==> src/sv/gpr_pkg.sv <==
`default_nettype none
package gpr_pkg;

  localparam int MAX_JOYSTICKS = 8;
  localparam int MAX_BUTTONS   = 64;
  localparam int HEADER_LEN    = 4;
  localparam int AXES          = 2 * MAX_JOYSTICKS;
  localparam int BROWS         = (MAX_BUTTONS + 7) / 8;
  localparam int AX_W          = (AXES > 1) ? $clog2(AXES) : 1;
  localparam int BROW_W        = (BROWS > 1) ? $clog2(BROWS) : 1;

  // fixed field widths
  localparam int JCNT_W = 4;
  localparam int BCNT_W = 7;

  localparam logic [2:0] KIND_CONNECT     = 3'd0;
  localparam logic [2:0] KIND_DISCONNECT  = 3'd1;
  localparam logic [2:0] KIND_BYTE        = 3'd2;
  localparam logic [2:0] KIND_READ_AXIS   = 3'd3;
  localparam logic [2:0] KIND_READ_BUTTON = 3'd4;

  localparam logic [1:0] RK_AXIS    = 2'd0;
  localparam logic [1:0] RK_BUTTON  = 2'd1;
  localparam logic [1:0] RK_VERDICT = 2'd2;

  typedef struct packed {
    logic              ax_we;
    logic [AX_W:0]     ax_waddr;
    logic [7:0]        ax_wdata;
    logic              bt_we;
    logic [BROW_W:0]   bt_waddr;
    logic [7:0]        bt_wdata;
    logic              rd_en;
    logic [AX_W:0]     ax_raddr;
    logic [BROW_W:0]   bt_raddr;
  } store_cmd_t;

endpackage
`default_nettype wire

==> src/sv/gpr_in_if.sv <==
`default_nettype none
interface gpr_in_if;
  logic       valid;
  logic       ready;
  logic [2:0] kind;
  logic [7:0] data_byte;
  logic       last_byte;
  logic [7:0] item_index;

  modport source (output valid, kind, data_byte, last_byte, item_index, input ready);
  modport sink (input valid, kind, data_byte, last_byte, item_index, output ready);
endinterface
`default_nettype wire

==> src/sv/gpr_out_if.sv <==
`default_nettype none
interface gpr_out_if;
  logic              valid;
  logic              ready;
  logic [1:0]        result_kind;
  logic signed [7:0] axis_value;
  logic              button_pressed;
  logic [3:0]        joystick_count;
  logic [6:0]        button_count;
  logic              link_up;
  logic              data_valid;
  logic              report_accepted;

  modport source (output valid, result_kind, axis_value, button_pressed, joystick_count,
                  button_count, link_up, data_valid, report_accepted, input ready);
  modport sink (input valid, result_kind, axis_value, button_pressed, joystick_count,
                button_count, link_up, data_valid, report_accepted, output ready);
endinterface
`default_nettype wire

==> src/sv/gamepad_report_parser.sv <==
// link events and report bytes are handled when accepted; a read does the synchronous store
// read first and then forms the answer word in S_READ
// a verdict word is registered in the cycle after its last byte, a read answer in S_READ from the store data
// a word is accepted whenever no read is in flight and the output register is free or being taken
// synchronous reset clears link, data and bank state; the axis and button stores are not cleared
`default_nettype none
module gamepad_report_parser (
  input wire logic  clk,
  input wire logic  rst,
  gpr_in_if.sink    req,
  gpr_out_if.source rsp
);

  typedef enum logic {S_IDLE, S_READ} state_t;

  state_t state;

  logic       connected_flag;
  logic       has_data_flag;
  logic       active_bank;
  logic [7:0] byte_counter;
  logic [7:0] shadow_joysticks;
  logic [7:0] shadow_buttons;
  logic [gpr_pkg::JCNT_W-1:0] active_joysticks;
  logic [gpr_pkg::BCNT_W-1:0] active_buttons;

  logic       rd_ok;
  logic       rd_is_axis;
  logic [2:0] rd_bit;

  logic              out_valid;
  logic [1:0]        out_kind;
  logic signed [7:0] out_axis;
  logic              out_button;
  logic [3:0]        out_jcount;
  logic [6:0]        out_bcount;
  logic              out_link;
  logic              out_data;
  logic              out_acc;

  gpr_pkg::store_cmd_t cmd;
  logic [7:0] ax_rdata;
  logic [7:0] bt_rdata;

  logic       accept;
  logic       verdict_now;
  logic       store_en;
  logic [7:0] a_ofs;
  logic [8:0] nax;
  logic [8:0] row;
  logic       is_axis;
  logic       past_header;
  logic [7:0] jn_next;
  logic [7:0] bn_next;
  logic [7:0] cnt_inc;
  logic [9:0] need;
  logic       ok;
  logic       ax_ok;
  logic       bt_ok;

  assign req.ready   = (state == S_IDLE) && (!out_valid || rsp.ready);
  assign accept      = req.valid && req.ready;
  assign verdict_now = accept && req.kind == gpr_pkg::KIND_BYTE && req.last_byte;

  // byte placement in the shadow bank
  assign store_en    = (byte_counter != 8'hFF);
  assign past_header = (byte_counter >= 8'(gpr_pkg::HEADER_LEN));
  assign a_ofs       = byte_counter - 8'(gpr_pkg::HEADER_LEN);
  assign nax         = {shadow_joysticks, 1'b0};
  assign is_axis     = ({1'b0, a_ofs} < nax);
  assign row         = {1'b0, a_ofs} - nax;

  assign jn_next = (store_en && byte_counter == 8'd2) ? req.data_byte : shadow_joysticks;
  assign bn_next = (store_en && byte_counter == 8'd3) ? req.data_byte : shadow_buttons;
  assign cnt_inc = store_en ? byte_counter + 8'd1 : byte_counter;

  assign need = 10'(gpr_pkg::HEADER_LEN) + {1'b0, jn_next, 1'b0}
              + 10'(({1'b0, bn_next} + 9'd7) >> 3);
  assign ok = (cnt_inc >= 8'(gpr_pkg::HEADER_LEN))
           && (9'(jn_next) <= 9'(gpr_pkg::MAX_JOYSTICKS))
           && (9'(bn_next) <= 9'(gpr_pkg::MAX_BUTTONS))
           && ({2'b0, cnt_inc} >= need);

  assign ax_ok = has_data_flag && (9'(req.item_index) < 9'({active_joysticks, 1'b0}))
              && (9'(req.item_index) < 9'(gpr_pkg::AXES));
  assign bt_ok = has_data_flag && (9'(req.item_index) < 9'(active_buttons))
              && (9'(req.item_index) < 9'(gpr_pkg::MAX_BUTTONS));

  always_comb begin
    cmd          = '0;
    cmd.ax_waddr = {~active_bank, a_ofs[gpr_pkg::AX_W-1:0]};
    cmd.ax_wdata = req.data_byte;
    cmd.bt_waddr = {~active_bank, row[gpr_pkg::BROW_W-1:0]};
    cmd.bt_wdata = req.data_byte;
    cmd.ax_raddr = {active_bank, req.item_index[gpr_pkg::AX_W-1:0]};
    cmd.bt_raddr = {active_bank, req.item_index[gpr_pkg::BROW_W+2:3]};
    if (accept && req.kind == gpr_pkg::KIND_BYTE && store_en && past_header) begin
      cmd.ax_we = is_axis && (9'(a_ofs) < 9'(gpr_pkg::AXES));
      cmd.bt_we = !is_axis && (row < 9'(gpr_pkg::BROWS));
    end
    cmd.rd_en = accept && (req.kind == gpr_pkg::KIND_READ_AXIS
                        || req.kind == gpr_pkg::KIND_READ_BUTTON);
  end

  gpr_store u_store (
    .clk      (clk),
    .cmd      (cmd),
    .ax_rdata (ax_rdata),
    .bt_rdata (bt_rdata)
  );

  always_ff @(posedge clk) begin
    if (rst) begin
      state            <= S_IDLE;
      out_valid        <= 1'b0;
      connected_flag   <= 1'b0;
      has_data_flag    <= 1'b0;
      active_bank      <= 1'b0;
      byte_counter     <= 8'd0;
      shadow_joysticks <= 8'd0;
      shadow_buttons   <= 8'd0;
      active_joysticks <= '0;
      active_buttons   <= '0;
    end else begin
      if (rsp.valid && rsp.ready && !verdict_now) begin
        out_valid <= 1'b0;
      end
      case (state)
        S_IDLE: begin
          if (accept) begin
            case (req.kind)
              gpr_pkg::KIND_CONNECT: begin
                connected_flag <= 1'b1;
                byte_counter   <= 8'd0;
              end
              gpr_pkg::KIND_DISCONNECT: begin
                connected_flag <= 1'b0;
                has_data_flag  <= 1'b0;
                byte_counter   <= 8'd0;
              end
              gpr_pkg::KIND_BYTE: begin
                shadow_joysticks <= jn_next;
                shadow_buttons   <= bn_next;
                if (!req.last_byte) begin
                  byte_counter <= cnt_inc;
                end else begin
                  byte_counter <= 8'd0;
                  if (ok) begin
                    active_bank      <= ~active_bank;
                    active_joysticks <= jn_next[gpr_pkg::JCNT_W-1:0];
                    active_buttons   <= bn_next[gpr_pkg::BCNT_W-1:0];
                    has_data_flag    <= 1'b1;
                  end
                  out_valid  <= 1'b1;
                  out_kind   <= gpr_pkg::RK_VERDICT;
                  out_axis   <= 8'sd0;
                  out_button <= 1'b0;
                  out_jcount <= ok ? jn_next[gpr_pkg::JCNT_W-1:0]
                                   : (has_data_flag ? active_joysticks : '0);
                  out_bcount <= ok ? bn_next[gpr_pkg::BCNT_W-1:0] : active_buttons;
                  out_link   <= connected_flag;
                  out_data   <= ok || has_data_flag;
                  out_acc    <= ok;
                end
              end
              gpr_pkg::KIND_READ_AXIS: begin
                rd_ok      <= ax_ok;
                rd_is_axis <= 1'b1;
                rd_bit     <= req.item_index[2:0];
                state      <= S_READ;
              end
              gpr_pkg::KIND_READ_BUTTON: begin
                rd_ok      <= bt_ok;
                rd_is_axis <= 1'b0;
                rd_bit     <= req.item_index[2:0];
                state      <= S_READ;
              end
              default: begin
              end
            endcase
          end
        end
        S_READ: begin
          out_valid  <= 1'b1;
          out_kind   <= rd_is_axis ? gpr_pkg::RK_AXIS : gpr_pkg::RK_BUTTON;
          out_axis   <= (rd_is_axis && rd_ok) ? $signed(ax_rdata) : 8'sd0;
          out_button <= !rd_is_axis && rd_ok && bt_rdata[3'd7 - rd_bit];
          out_jcount <= has_data_flag ? active_joysticks : '0;
          out_bcount <= active_buttons;
          out_link   <= connected_flag;
          out_data   <= has_data_flag;
          out_acc    <= 1'b0;
          state      <= S_IDLE;
        end
        default: begin
          state <= S_IDLE;
        end
      endcase
    end
  end

  assign rsp.valid           = out_valid;
  assign rsp.result_kind     = out_kind;
  assign rsp.axis_value      = out_axis;
  assign rsp.button_pressed  = out_button;
  assign rsp.joystick_count  = out_jcount;
  assign rsp.button_count    = out_bcount;
  assign rsp.link_up         = out_link;
  assign rsp.data_valid      = out_data;
  assign rsp.report_accepted = out_acc;

  // the output register is always free while a store read is in flight
  a_read_slot_free: assert property (@(posedge clk) disable iff (rst)
    state == S_READ |-> !out_valid)
    else $error("output register busy during store read");

  // a bank swap always comes with committed data
  a_swap_has_data: assert property (@(posedge clk) disable iff (rst)
    !$stable(active_bank) |-> has_data_flag)
    else $error("bank swapped without data");

  // the committed joystick count never exceeds the limit
  a_jcount_range: assert property (@(posedge clk) disable iff (rst)
    5'(active_joysticks) <= 5'(gpr_pkg::MAX_JOYSTICKS))
    else $error("committed joystick count out of range");

  // a report byte ending a report always leaves the counter cleared
  a_counter_cleared: assert property (@(posedge clk) disable iff (rst)
    accept && req.kind == gpr_pkg::KIND_BYTE && req.last_byte |=> byte_counter == 8'd0)
    else $error("byte counter not cleared after last byte");

endmodule
`default_nettype wire

==> src/sv/gpr_store.sv <==
`default_nettype none
module gpr_store (
  input  wire logic               clk,
  input  wire gpr_pkg::store_cmd_t cmd,
  output logic [7:0]              ax_rdata,
  output logic [7:0]              bt_rdata
);

  // two banks each; the top address bit picks the bank
  logic [7:0] axis_mem   [2 ** (gpr_pkg::AX_W + 1)];
  // one row holds eight buttons, MSB is the lowest button number
  logic [7:0] button_mem [2 ** (gpr_pkg::BROW_W + 1)];

  always_ff @(posedge clk) begin
    if (cmd.ax_we) begin
      axis_mem[cmd.ax_waddr] <= cmd.ax_wdata;
    end
    if (cmd.rd_en) begin
      ax_rdata <= axis_mem[cmd.ax_raddr];
    end
  end

  always_ff @(posedge clk) begin
    if (cmd.bt_we) begin
      button_mem[cmd.bt_waddr] <= cmd.bt_wdata;
    end
    if (cmd.rd_en) begin
      bt_rdata <= button_mem[cmd.bt_raddr];
    end
  end

endmodule
`default_nettype wire
==> src/flat_wrapper.sv <==
// flat-port wrapper written by rule: the top's interface ports become plain ports
module gamepad_report_parser_flat 
  (clk, rst, req_valid, req_kind, req_data_byte, req_last_byte, req_item_index, req_ready, rsp_valid, rsp_result_kind, rsp_axis_value, rsp_button_pressed, rsp_joystick_count, rsp_button_count, rsp_link_up, rsp_data_valid, rsp_report_accepted, rsp_ready);
  gpr_in_if req_i ();
  gpr_out_if rsp_i ();
  input wire logic clk;
  input wire logic rst;
  input wire logic [$bits(req_i.valid)-1:0] req_valid;
  input wire logic [$bits(req_i.kind)-1:0] req_kind;
  input wire logic [$bits(req_i.data_byte)-1:0] req_data_byte;
  input wire logic [$bits(req_i.last_byte)-1:0] req_last_byte;
  input wire logic [$bits(req_i.item_index)-1:0] req_item_index;
  output wire logic [$bits(req_i.ready)-1:0] req_ready;
  output wire logic [$bits(rsp_i.valid)-1:0] rsp_valid;
  output wire logic [$bits(rsp_i.result_kind)-1:0] rsp_result_kind;
  output wire logic [$bits(rsp_i.axis_value)-1:0] rsp_axis_value;
  output wire logic [$bits(rsp_i.button_pressed)-1:0] rsp_button_pressed;
  output wire logic [$bits(rsp_i.joystick_count)-1:0] rsp_joystick_count;
  output wire logic [$bits(rsp_i.button_count)-1:0] rsp_button_count;
  output wire logic [$bits(rsp_i.link_up)-1:0] rsp_link_up;
  output wire logic [$bits(rsp_i.data_valid)-1:0] rsp_data_valid;
  output wire logic [$bits(rsp_i.report_accepted)-1:0] rsp_report_accepted;
  input wire logic [$bits(rsp_i.ready)-1:0] rsp_ready;
  assign req_i.valid = req_valid;
  assign req_i.kind = req_kind;
  assign req_i.data_byte = req_data_byte;
  assign req_i.last_byte = req_last_byte;
  assign req_i.item_index = req_item_index;
  assign req_ready = req_i.ready;
  assign rsp_valid = rsp_i.valid;
  assign rsp_result_kind = rsp_i.result_kind;
  assign rsp_axis_value = rsp_i.axis_value;
  assign rsp_button_pressed = rsp_i.button_pressed;
  assign rsp_joystick_count = rsp_i.joystick_count;
  assign rsp_button_count = rsp_i.button_count;
  assign rsp_link_up = rsp_i.link_up;
  assign rsp_data_valid = rsp_i.data_valid;
  assign rsp_report_accepted = rsp_i.report_accepted;
  assign rsp_i.ready = rsp_ready;
  gamepad_report_parser u_core (.clk(clk), .rst(rst), .req(req_i), .rsp(rsp_i));
endmodule
==> config.mk <==
export PLATFORM = sky130hd
export DESIGN_NAME = gamepad_report_parser_flat
export DESIGN_NICKNAME = d
export VERILOG_FILES = /design/src/sv/gpr_pkg.sv /design/src/sv/gpr_in_if.sv /design/src/sv/gpr_out_if.sv /design/src/sv/gamepad_report_parser.sv /design/src/sv/gpr_store.sv /design/src/flat_wrapper.sv
export SDC_FILE = /design/constraint.sdc
export NUM_CORES = 1
export LEC_CHECK = 0
export ABC_AREA = 1
export ABC_CLOCK_PERIOD_IN_PS = 6400
export BUFFER_PORTS_ARGS = -buffer_cell sky130_fd_sc_hd__buf_2
export CORE_MARGIN = 4
export CORE_UTILIZATION = 45
export CTS_CLUSTER_DIAMETER = 150
export CTS_CLUSTER_SIZE = 12
export DETAILED_ROUTE_END_ITERATION = 7
export PLACE_DENSITY = 0.61
export SLEW_MARGIN = 0
export SYNTH_ARGS = -nofsm -noshare
export SYNTH_HDL_FRONTEND = slang
export SYNTH_SLANG_ARGS = --single-unit
==> constraint.sdc <==
create_clock -name clk -period 6.4 [get_ports clk]
set_input_delay 0.96 -clock clk [delete_from_list [all_inputs] [get_ports clk]]
set_output_delay 0.96 -clock clk [all_outputs]
set_load 0.05 [all_outputs]
Yosys cells after proc, flatten, opt, wreduce, memory -nomap -nowiden --
Memory sizes are Yosys's and may differ from the RTL's. A register that Yosys moved wholly into a read port is not among the register bits. Index checks and enable logic that the tools add are counted.
Operators by class: add/subtract/negate cells 7, order comparisons 13, equality and inequality tests 12, muxes and demuxes 64, bitwise logic cells 3, reduce and logical (&&, ||, !) cells 46
Operators with widths (number):
- $mux 8 | 8
- $pmux 8 s2 | 2
- $mux 1 | 28
- $mux 7 | 4
- $logic_and 1x1->1 | 23
- $mux 4 | 5
- $pmux 1 s2 | 10
- $eq 8x2->1 const B | 2
- $ge 8x3->1 const B | 2
- $lt 8x5->1 const B | 2
- $reduce_and 4->1 | 4
- $pmux 7 s2 | 1
- $add 10x7->10 | 1
- $add 3x9->10 const A | 1
- $ge 8x10->1 | 1
- $reduce_and 5->1 | 2
- $add 8x3->9 const B | 1
- $lt 8x9->1 | 1
- $lt 9x4->1 const B | 1
- $reduce_and 3->1 | 3
- $sub 8x9->9 | 1
- $add 8x1->8 const B | 1
- $le 8x4->1 const B | 1
- $le 8x7->1 const B | 1
- 22 further kinds | 39
Storage, ports and cells: register bits 70, RAM bits 384, bits of input ports 24, word-level logic and storage cells 168, memories kept 2
Memories:
- u_core.u_store.axis_mem | depth 32, width 8, rd ports 1, clocked after memory_dff 1, write ports 1, line gpr_store.sv:10 | logic [7:0] axis_mem [2 ** (gpr_pkg::AX_W + 1)];
- u_core.u_store.button_mem | depth 16, width 8, rd ports 1, clocked after memory_dff 1, write ports 1, line gpr_store.sv:12 | logic [7:0] button_mem [2 ** (gpr_pkg::BROW_W + 1)];

Depth between registers and ports, before layout --
word-level depth 13, gate-level depth with buffers 38, mapped depth without buffers 36

By module --
From an unflattened synthesis, not the netlist that was laid out.
Unflattened totals: cells, all modules 1950, area total of the unflattened synthesis 20991.4 um^2
By module, submodules not included:
- gpr_store | instances 1, cells each 1361, area an instance 16378.2 um^2
- gamepad_report_parser | instances 1, cells each 589, area an instance 4613.2 um^2

Least setup slack after synthesis --
OpenSTA, ideal clock, no wires.
path kind reg2reg, start reg u_core.byte_counter[2], end reg u_core.out_bcount[6], in the netlist u_core.rsp.button_count[6] (data pin), arrival time 4.700 ns, data required time 6.133 ns, setup slack 1.434 ns, stages on the path, launching flop included 36, period minus slack after synthesis 4.966 ns, path through dfxtp_1 > buf_2 > inv_1 > ha_1 > nand2_1 > inv_1 > nand3_4 > buf_6 > nand2_1 > o21ai_2 > nand2_1 > o21ai_0 > nor2_1 > nand3_1 > xor2_1 > ha_1 > ha_1 > nand2_1 > nor2_1 > a211oi_1 > o21bai_1 > a21oi_1 > xnor2_1 > ha_1 > nand2_1 > nor2_1 > a21boi_0 > nand2_1 > nand2_1 > nor2_2 > nand3_2 > nor2_8 > nand2_2 > buf_2 > nand2_1 > o21ai_1
On the way: cells in the longest elaborated chain, start to end 12, elaborated cells between the ends (all ways) 24
Ends and longest elaborated chain:
- from (decl) | line gamepad_report_parser.sv:21 | logic [7:0] byte_counter;
- from (signal assigned) | line gamepad_report_parser.sv:145 | byte_counter <= cnt_inc;
- $ne 8x8->1, or another cell as far along | line gamepad_report_parser.sv:66 | assign store_en = (byte_counter != 8'hFF);
- $logic_and 1x1->1, on equally long branches | line gamepad_report_parser.sv:73, gamepad_report_parser.sv:74
- $mux 8, on equally long branches | line gamepad_report_parser.sv:73, gamepad_report_parser.sv:74
- $add 3x9->10, or another cell as far along | line gamepad_report_parser.sv:77 | assign need = 10'(gpr_pkg::HEADER_LEN) + {1'b0, jn_next, 1'b0}
- $add 10x7->10 or $logic_and 1x1->1 (tied branches) | line gamepad_report_parser.sv:78, gamepad_report_parser.sv:80
- $ge 8x10->1 or $logic_and 1x1->1 (tied branches) | line gamepad_report_parser.sv:82, gamepad_report_parser.sv:81
- $logic_and 1x1->1 | line gamepad_report_parser.sv:82 | && ({2'b0, cnt_inc} >= need);
- $mux 7 (*) | line gamepad_report_parser.sv:160 | out_bcount <= ok ? bn_next[gpr_pkg::BCNT_W-1:0] : active_buttons;
- $mux 7 (*) | line gamepad_report_parser.sv:144 | if (!req.last_byte) begin
- $mux 7 (*) | line gamepad_report_parser.sv:131 | case (req.kind)
- $mux 7 (*) | line gamepad_report_parser.sv:130 | if (accept) begin
- $pmux 7 s2 (*) | line gamepad_report_parser.sv:128 | case (state)
- to (signal assigned) | line gamepad_report_parser.sv:160
- to (signal assigned) | line gamepad_report_parser.sv:189 | out_bcount <= active_buttons;
- to (decl) | line gamepad_report_parser.sv:36 | logic [6:0] out_bcount;
Mark *: on every way between the ends. The rest lies on a longest branch, timed or not. The select of a mux whose other input is x is not followed. A chain may end at the register's enable or synchronous reset.

Worst setup path after layout --
start reg u_core.byte_counter[0], end reg u_core.out_bcount[3], in the netlist u_core.rsp.button_count[3] (data pin)
The elaborated chain is that of the path after synthesis.

==> out/qor.csv <==
stage,metric,value,unit
critical_path,path_delay_family,simple AND/OR/NAND/NOR gates,
floorplan,core,44200,um^2
floorplan,die_h,220,um
routing,via_per_inst,5.69,
routing,first_pass_iters,6,
finish,fin_area,22200,um^2
routing,vias,13300,
routing,drt.antenna.violating_nets,0,
placement,dpl_cell_area,21000,um^2
sta,setup_tns,0,ns
finish,num_antenna_cells,0,
yosys,syn_inst,1691,
yosys,ys_seq_area_share,68.1,%
floorplan,ios,51,
clock_tree,cts-buffers-inserted,45,
run_status,status,"finished, final reports clean",
clock_tree,clock-root-buffer,clkbuf_16,
critical_path,max_stage_delay,0.53,ns
sta,tightestPinTransition,1.12,ns
yosys,synth-edff-count,430,
critical_path,cp_data_arrival_time,6.00,ns
finish,fillCellCount,3835,
global_route,grt_pass1_wl,78.7,mm
clock_tree,clk-insertion-delay-late,0.58,ns
critical_path,path_class,flip-flop to flip-flop,
global_route,grtUsageTotal,21.6,%
sta,setup_viol,0,
yosys,synthMuxAreaShare,1.19,%
finish,nets,1789,
global_route,grt_pass1_vias,12900,
floorplan,rows,77,
job,drv_cap,0,
yosys,async_reset_ff_share,0,%
finish,drive_gt1_share,8.91,%
global_route,antenna_found_initial,0,
routing,drc,0,
yosys,synthSimpleGateAreaFrac,11.2,%
placement,io_buffers,50,
yosys,ys_ff_latch,470,
power_and_ir_drop,vdd_drop_max,0.177,mV
critical_path,cp_num_buf_inv,1,
finish,utilization,50.2,%
yosys,yosysWarnings,0,
yosys,ys_types,47,
floorplan,initial_utilization,45.5,%
sta,finalMaxSlewViolations,0,
global_route,grt_max_degree,82,
critical_path,required,6.71,ns
finish,area_delta_synth_final,10.4,%
clock_tree,cts_max_level,2,
hold_path,hold_path.class,flip-flop to flip-flop,
finish,seqCellArea,13700,um^2
clock_tree,post-cts-setup-buffers,0,
floorplan,dieArea,48200,um^2
clock_tree,ctsHoldBuffers,0,
critical_path,crit_top_cell,nand2_1,
sta,rsz0062_at_grt,false,
routing,drt_iter0_markers,1280,
floorplan,die_x,220,um
sta,fin_crit_sh,88.9,%
clock_tree,cts.repair.resized,0,
critical_path,cp-start-kind,flip-flop,
global_route,grt_overflow_total,0,
placement,place_congestion,0.849,
sta,fmax,176,MHz
yosys,synth-compound-area-share,12.1,%
yosys,ys.flop_type,edfxtp_1,
clock_tree,cts_tree,built,
critical_path,crit_path_end_kind,flip-flop,
routing,drt-total-wl,51.6,mm
placement,dp_hpwl,31.6,mm
critical_path,critPathMaxFanout,24,
clock_tree,cts_buffer_depth,3,
yosys,synth_xor_area_share,0.565,%
sta,hold_viol,0,
yosys,syn-cell-area,20100,um^2
sta,max_slew_margin,24.5,%
finish,multi_input_area,5650,um^2
clock_tree,clkSlewWorstSetupHoldPaths,0.07,ns
yosys,synth_adder_area_share,2.87,%
yosys,synth_top_family_by_area,compound AO/OA/AOI/OAI gates,
clock_tree,cts.sinks,470,
yosys,postSynthAreaPerCell,11.9,um^2
power_and_ir_drop,power.density,276,nW/um^2
sta,min_period,5.69,ns
yosys,syn-num-nets,1760,
power_and_ir_drop,leakage,0.00768,uW
critical_path,crit_slowest_cell,dfxtp_1,
routing,routedWlPerCell,22.1,um
sta,skew,0.0355,ns
[registers in the layout, summed over array words and instances (netlist names), 7 cells and up]
name and count:
u_core.shadow_buttons 8, u_core.u_store.button_mem 128, u_core.byte_counter 8, u_core.u_store.bt_rdata 8
u_core.u_store.axis_mem 256, u_core.rsp.axis_value 8, u_core.shadow_joysticks 8, u_core.u_store.ax_rdata 8
u_core.active_buttons 7, u_core.rsp.button_count 7
[final cells by class]
| cell class | instances | area share [%] |
|---|---|---|
| clock buffer | 64 | 5.58 |
| multi-input combinational | 1019 | 25.4 |
| inverter | 108 | 1.83 |
| clock inverter | 2 | 0.0901 |
| timing repair buffer | 76 | 2.02 |
| tap | 592 | 3.33 |
| sequential | 470 | 61.7 |
[worst paths after layout]
path | start | to | slack (ns) | cells after the start
min reg2reg | u_core.connected_flag | u_core.rsp.link_up | 0.48 | 0
max | u_core.byte_counter[0] | u_core.rsp.button_count[3] | 0.71 | 30
max reg2reg | u_core.byte_counter[0] | u_core.rsp.button_count[3] | 0.71 | 30
min | u_core.connected_flag | u_core.rsp.link_up | 0.48 | 0
[cells in the mapped netlist, types with 4 or more instances]
master	n	area [um^2]
a21oi_1	42	210
a31oi_1	10	62.6
a32oi_1	8	70.1
buf_1	9	33.8
buf_2	5	25.0
buf_6	4	45.0
clkbuf_1	76	285
dfxtp_1	40	801
edfxtp_1	430	12900
ha_1	43	538
inv_1	107	402
mux2i_1	24	240
nand2_1	143	537
nand2_2	4	25.0
nand3_1	62	310
nand4_1	8	50.1
nor2_1	288	1080
nor2_2	4	25.0
nor3_1	8	40.0
nor4_1	6	37.5
o211ai_1	5	37.5
o21ai_0	203	1020
o21ai_1	21	105
o21ai_2	6	52.6
o221ai_1	71	622
o22ai_1	20	125
o32ai_1	6	52.6
xnor2_1	6	52.6
xor2_1	7	61.3
[power by group]
group	internal [uW]	switching (uW)
clock	1330	1090
combinational	85.7	251
sequential	3360	6.10
total	4780	1350
[kinds of logic (layout without fill, tap and decap cells)]
group	Yosys count	count (layout)
flops	470	470
fa+ha+maj	45	45
compound gates	402	402
simple gates	535	535
mux	24	24
buf+inv	202	250
xor+xnor	13	13
[cell usage in the layout (no fill, tap or decap), types with 7 or more instances in the layout]
master     count
clkbuf_16     47
nand3_1       62
a21oi_1       41
buf_2         49
nor2_1       288
nand4_1        8
xor2_1         7
a31oi_1       10
buf_4         27
edfxtp_1     430
o221ai_1      71
nand2_1      143
clkbuf_1      17
dfxtp_1       40
inv_1        105
ha_1          43
a32oi_1        8
nor3_1         8
o22ai_1       20
mux2i_1       24
o21ai_0      203
o21ai_1       21
[metrics by stage]
step	setup slack, ns	hold WS, ns	instances	total power, uW
after global placement	0.928	0.453	2265	3760
after global routing	0.105	0.481	2331	6330
after detailed placement	0.830	0.460	2265	3770
final	0.710	0.480	2331	6120
after floorplan	1.43	0.409	1691	3620
after CTS	0.763	0.482	2331	6170
[per-layer routing]
layer | vias up | global-route usage (%) | share of wire, %
li1 | 6192 | - | -
met1 | 6559 | 29.7 | 43
met2 | 435 | 33.8 | 46
met3 | 86 | 5.54 | 7.9
met4 | 0 | 7.01 | 3.2
met5 | - | 0 | 0
(Power assumes the default switching activity.)
